<file path="config.mk">
export PLATFORM = sky130hd
export DESIGN_NAME = udt_front
export DESIGN_NICKNAME = d
export VERILOG_FILES = /design/src/rtl/udt_pkg.sv /design/src/rtl/udt_front.sv
export VERILOG_INCLUDE_DIRS = /design/src /design/src/rtl
export SDC_FILE = /design/constraint.sdc
export NUM_CORES = 1
export LEC_CHECK = 0
export ABC_AREA = 1
export ABC_CLOCK_PERIOD_IN_PS = 8870
export BUFFER_PORTS_ARGS = -buffer_cell sky130_fd_sc_hd__buf_2
export CAP_MARGIN = 20
export CORE_MARGIN = 2
export CORE_UTILIZATION = 30
export CTS_CLUSTER_DIAMETER = 120
export DETAILED_ROUTE_END_ITERATION = 10
export PLACE_DENSITY = 0.6
export SETUP_SLACK_MARGIN = 0.15
export SLEW_MARGIN = 40
export SYNTH_ARGS = -nofsm -noshare
export SYNTH_HDL_FRONTEND = slang
export SYNTH_SLANG_ARGS = --single-unit
</file>
<file path="constraint.sdc">
create_clock -name clk -period 8.87 [get_ports clk]
set_input_delay 1.774 -clock clk [delete_from_list [all_inputs] [get_ports clk]]
set_output_delay 1.774 -clock clk [all_outputs]
set_load 0.01 [all_outputs]
</file>
<file path="src/rtl/udp_socket_demux_table_macros.svh">
// Assertion macros shared by the socket table modules.
`ifndef UDP_SOCKET_DEMUX_TABLE_MACROS_SVH
`define UDP_SOCKET_DEMUX_TABLE_MACROS_SVH
// Assert that a condition implies a consequence in the same cycle.
`define UDT_ASSERT_IMP(label, clk, rst_n, cond, cons, msg) \
	label: assert property (@(posedge clk) disable iff (!rst_n) (cond) |-> (cons)) \
		else $error(msg);
// Assert that a condition implies a consequence in the next cycle.
`define UDT_ASSERT_NEXT(label, clk, rst_n, cond, cons, msg) \
	label: assert property (@(posedge clk) disable iff (!rst_n) (cond) |=> (cons)) \
		else $error(msg);
`endif

</file>
<file path="src/rtl/udt_pkg.sv">
// ----------------------------------------------------------------------------
// udt_pkg
// Shared types and constants of the socket table.
// ----------------------------------------------------------------------------
package udt_pkg;
	localparam int Sockets = 16;
	localparam int RingSlots = 8;
	localparam int MaxPayload = 1472;
	localparam int SidW = 4;
	localparam int RpW = 3;
	localparam int CntW = 4;
	localparam logic [15:0] EphBase = 16'd40000;
	localparam logic [14:0] EphTries = 15'd20000;

	localparam logic [2:0] CMD_OPEN = 3'd0;
	localparam logic [2:0] CMD_BIND = 3'd1;
	localparam logic [2:0] CMD_CONNECT = 3'd2;
	localparam logic [2:0] CMD_CLOSE = 3'd3;
	localparam logic [2:0] CMD_UDP = 3'd4;
	localparam logic [2:0] CMD_ICMP = 3'd5;
	localparam logic [2:0] CMD_POP = 3'd6;

	localparam logic [2:0] ST_OK = 3'd0;
	localparam logic [2:0] ST_INVALID = 3'd1;
	localparam logic [2:0] ST_FAMILY = 3'd2;
	localparam logic [2:0] ST_PROTO = 3'd3;
	localparam logic [2:0] ST_NOFREE = 3'd4;
	localparam logic [2:0] ST_INUSE = 3'd5;
	localparam logic [2:0] ST_EMPTY = 3'd6;
	localparam logic [2:0] ST_BADDESC = 3'd7;

	typedef struct packed {
		logic [2:0] cmd;
		logic [3:0] sid;
		logic family_inet;
		logic [1:0] sock_type;
		logic [7:0] protocol;
		logic [31:0] ip_addr;
		logic [15:0] port;
		logic [31:0] dst_ip;
		logic [15:0] dest_port;
		logic [10:0] len;
		logic [15:0] handle;
	} cmd_t;

	localparam int QDepth = 2;
endpackage

</file>
<file path="src/rtl/udt_front.sv">
// ----------------------------------------------------------------------------
// udt_front
// Accepts command beats, clips the length and queues them for the engine.
// ----------------------------------------------------------------------------
`include "udp_socket_demux_table_macros.svh"
module udt_front (
	input logic clk,
	input logic arst_n,
	input logic start,
	output logic busy,
	input logic [2:0] cmd,
	input logic [3:0] socket_id,
	input logic family_inet,
	input logic [1:0] sock_type,
	input logic [7:0] protocol,
	input logic [31:0] ip_addr,
	input logic [15:0] port,
	input logic [31:0] dst_ip,
	input logic [15:0] dest_port,
	input logic [15:0] pkt_len,
	input logic [15:0] payload_handle,
	output logic q_valid,
	output udt_pkg::cmd_t q_item,
	input logic q_pop
);
	udt_pkg::cmd_t mem_q [udt_pkg::QDepth];
	logic wp_q, rp_q;
	logic [1:0] cnt_q;
	udt_pkg::cmd_t item;
	logic push;

	assign busy = (cnt_q == 2'(udt_pkg::QDepth));
	assign push = start && !busy;
	assign q_valid = (cnt_q != 2'd0);
	assign q_item = mem_q[rp_q];

	always_comb begin
		item.cmd = cmd;
		item.sid = socket_id;
		item.family_inet = family_inet;
		item.sock_type = sock_type;
		item.protocol = protocol;
		item.ip_addr = ip_addr;
		item.port = port;
		item.dst_ip = dst_ip;
		item.dest_port = dest_port;
		item.len = (pkt_len > 16'(udt_pkg::MaxPayload)) ? 11'(udt_pkg::MaxPayload)
			: pkt_len[10:0];
		item.handle = payload_handle;
	end

	always_ff @(posedge clk) begin
		if (push) mem_q[wp_q] <= item;
	end

	always_ff @(posedge clk or negedge arst_n) begin
		if (!arst_n) begin
			wp_q <= 1'b0;
			rp_q <= 1'b0;
			cnt_q <= 2'd0;
		end else begin
			if (push) wp_q <= ~wp_q;
			if (q_pop) rp_q <= ~rp_q;
			cnt_q <= cnt_q + 2'(push) - 2'(q_pop);
		end
	end

	`UDT_ASSERT_IMP(a_no_pop_empty, clk, arst_n, q_pop, cnt_q != 2'd0, "pop of empty queue")
	`UDT_ASSERT_IMP(a_cnt_range, clk, arst_n, 1'b1, cnt_q <= 2'(udt_pkg::QDepth), "queue overflow")
	`UDT_ASSERT_NEXT(a_push_counts, clk, arst_n, push && !q_pop, cnt_q == $past(cnt_q) + 2'd1, "push not counted")
endmodule

</file>
== Word level (Yosys, flattened, before mapping) ==
Memory sizes are Yosys's and may differ from the RTL's.
Index checks and enable logic that the tools add are counted.
Storage, ports and cells
  flip-flop bits (word level): 4
  RAM bits: 282
  word-level logic and storage cells: 16
  output and inout bits: 143
  memories: 1
Operators by class
  reduce and logical (&&, ||, !) cells: 3
  muxes and demuxes: 3
  bitwise operators: 2
  $add $sub $neg: 2
  order comparisons: 1
  equality and inequality tests: 1
Memories
  mem_q: words 2, bits a word 141, read ports 1, clocked after Yosys merged registers in 0, write ports 1, RTL line udt_front.sv:26  | udt_pkg::cmd_t mem_q [udt_pkg::QDepth];
Operator list (number)
  $gt A16 B11 Y1 const B: 1
  $mux W11: 1
  $add A2 B1 Y2: 1
  $eq A2 B2 Y1 const B: 1
  $mux W1: 2
  $not A1 Y1: 2
  $reduce_bool A2 Y1: 1
  $sub A2 B1 Y2: 1
  $logic_and A1 B1 Y1: 1
  $logic_not A1 Y1: 1

== Depth between registers and ports, before layout ==
  word-level depth: 5
  gate-level depth with buffers: 7

== Least setup slack after synthesis ==
Ideal clock, no wire load.
  path type: input to register
  start point: input start
  end point: memory mem_q[0][0] (netlist name) (enable)
  slack: 520 ps
  arrival: 7708 ps
  setup time: 643 ps
  stages on the path: 2
  cells stage by stage: o21ai_2 nor2_1
On the way
  word-level cells in the longest chain between the ends: 3
Ends and longest elaborated chain
  start: declaration: RTL line udt_front.sv:9  | input logic start,
  $logic_and A1 B1 Y1: RTL line udt_front.sv:33  | assign push = start && !busy;
  $mux W1: RTL line udt_front.sv:53  | if (push) mem_q[wp_q] <= item;
  $mux W1 (not written as such): RTL line udt_front.sv:53
  end: declaration: RTL line udt_front.sv:26
No other way between the ends.

==> results.cfg <==
[outcome]
status = completed

[critical_path]
arrival_ps = 2550
cp_max_fo = 62
timing.rr.end = mem_q[1][125]
reg2reg_slack_ps = 6540
rr_worst_depth = 5
max_stage_delay_ps = 750
crit_type = flip-flop to primary output
cp-end-kind = primary output
worstSetupStartpointType = flip-flop
cp_slowest_cell = dfrtp_4
required_ps = 7100
critPathLaunch = rp_q
reg2reg_from = cnt_q[1]
path_cells = buf_6, mux2_2, buf_2

[power_and_ir_drop]
power.leakage_nw = 5.375
vdd_ir_drop_max_mv = 0.1526
cellPowerDensity_nw_per_um2 = 328.3

[layout]
nFillCells = 3306
drive_above_1_share_pct = 58.58
nets = 961
final_common_cell = buf_2
mostFrequentLayoutCells = buf_2 (292), edfxtp_1 (282), mux2_4 (80), mux2_2 (61), clkbuf_16 (31)
syn2layout_area_growth_pct = 27.45
final_util_pct = 38.90

[routing]
drtIter0Drc = 240
vias = 5547
post_drt_wl_per_cell_um = 16.80
viasPerCell = 4.273
drtPass1Iterations = 4
wirelength_mm = 21.81
drc = 0
ant_nets = 0

[placement]
dp_hpwl_mm = 14.28
gp_congestion = 0.7042
io_buffers = 292

[sta]
clock_skew_ps = 8.175
hold_viol_final = 0
rsz0062_at_grt = false
timing.final.crit_share_pct = 48.79
tightest_slew_ps = 900.0
slew_headroom_pct = 40.00
maxSlewViolCount = 0
setup_violations = 0
max_freq_mhz = 231.1
min_period_ps = 4327
tns_ps = 0

[global_routing]
grt_usage_pct = 11.18
gr-total-overflow = 0
grt_max_degree = 113
grt_antenna_before_repair = 7
grt_pass1_wl_mm = 33.21
grt_pass1_vias = 5933

[clock_tree]
cts_resized = 0
cts-root-buf = clkbuf_16
clock_path_buffers = 3
clk_latency_ps = 550
cts_tree = done
clk_pin_slew_ps = 60
tritoncts.num_buffers = 30
cts_hold_buf = 0
tritoncts_num_sinks = 286
post-cts-setup-buffer-count = 0
ctsHtreeMaxLevel = 1

[yosys]
seq_area_frac_synth_pct = 78.92
synth.area.top_cells = edfxtp_1 (78%), mux2_4 (11%), mux2_2 (6.3%), buf_6 (1.0%), dfrtp_1 (0.92%)
syn-num-nets = 646
synth_top_area_cell = edfxtp_1
synth_edf_count = 282
ys_ff_latch = 286
ys_types = 18
synthFlopType = edfxtp_1
postSynth.asyncResetShare_pct = 1.399
ys_warn_count = 0
synth_top_area_share_pct = 78.00
netlist_area_um2 = 10860
synth.avg_cell_area_um2 = 21.98
netlist_instances = 494

[floorplan]
coreArea_um2 = 35570
start_util_pct = 30.52
die_area_um2 = 37730
die_x_um = 194.2
die_h_um = 194.2
ios = 293
rows = 69

[min_path]
whs_endpoint = cnt_q[0]
min_path_cells = 1
worstHoldStart = cnt_q[0]
hold_class = flip-flop to flip-flop

[run]
maxCapViolCount = 0
registers in the layout, indices dropped and copies added (netlist names):
signal / cells
mem_q: 282
cnt_q: 2
rp_q: 1
wp_q: 1
per-layer routing:
metal | vias to the layer above | track usage (%) | wire, um
met5 | - | 0 | 46
met4 | 6 | 4.854 | 643
met3 | 51 | 3.548 | 1755
met2 | 209 | 18.60 | 10560
met1 | 2714 | 13.33 | 8797
li1 | 2567 | - | -
critical path, delay by kind of cell, from the launching register on:
family / cells / cell delay (ps)
flip-flops: 1 / 750
buffers and inverters: 2 / 730
multiplexers: 1 / 430
cells in the mapped netlist, types with 3 or more instances:
master      n
mux2_2     61
mux2_4     80
nand2_1     4
edfxtp_1  282
inv_1      13
buf_2       6
dfrtp_1     4
nand3_1     3
buf_6      10
nor2_1     17
nand3b_1    3
how the worst max path moves through the flow:
stage / endpoint / slack [ps] / cells after the start
floorplan: mem_q[0][0] / 520 / 2
global placement: q_item[38] / 4830 / 3
detailed placement: q_item[38] / 5060 / 3
CTS: q_item[38] / 4450 / 3
global route: q_item[32] / 4390 / 3
finish: q_item[33] / 4540 / 3
where the power goes:
group	total, W	internal (W)	switching (W)
logic	0.00137	0.000660	0.000710
clock network	0.00123	0.000730	0.000498
registers	0.00195	0.00185	0.0000964
stage by stage:
stage               setup slack, ps  instance area, um^2  hold WS (ps)  power [W]  std cells
finish                         4543                13840         577.2   0.004543       1298
global route                   4385                13830         631.0   0.004774       1297
CTS                            4446                13830         584.7   0.004631       1294
detailed placement             5057                12850         569.1   0.003383       1238
global placement               4834                12830         565.8   0.003367       1237
floorplan                     519.7                10860         532.5   0.002950        494
cell families (layout without fill, tap and decap cells):
logic type,after synthesis,in the layout,share of synthesized area [%]
AO/OA/AOI/OAI,2,2,0.1267
AND/OR/NAND/NOR,30,30,1.245
flip-flops,286,286,78.92
buffers and inverters,29,368,1.763
multiplexers,141,141,17.39
adder cells (fa/ha/maj),2,2,0.2305
other,0,4,0
XOR/XNOR,4,4,0.3228
cell type report:
class,count,area (um^2),share of cell area (%)
clock inverters,11,103.9,0.7505
clock buffers,45,868.3,6.275
flip-flops and latches,286,8572,61.95
inverters,13,48.80,0.3527
multi-input cells,179,2112,15.26
diodes,4,10.01,0.07234
well taps,461,576.8,4.169
repair buffers,299,1545,11.17
Power figures use the tool's default switching activity.
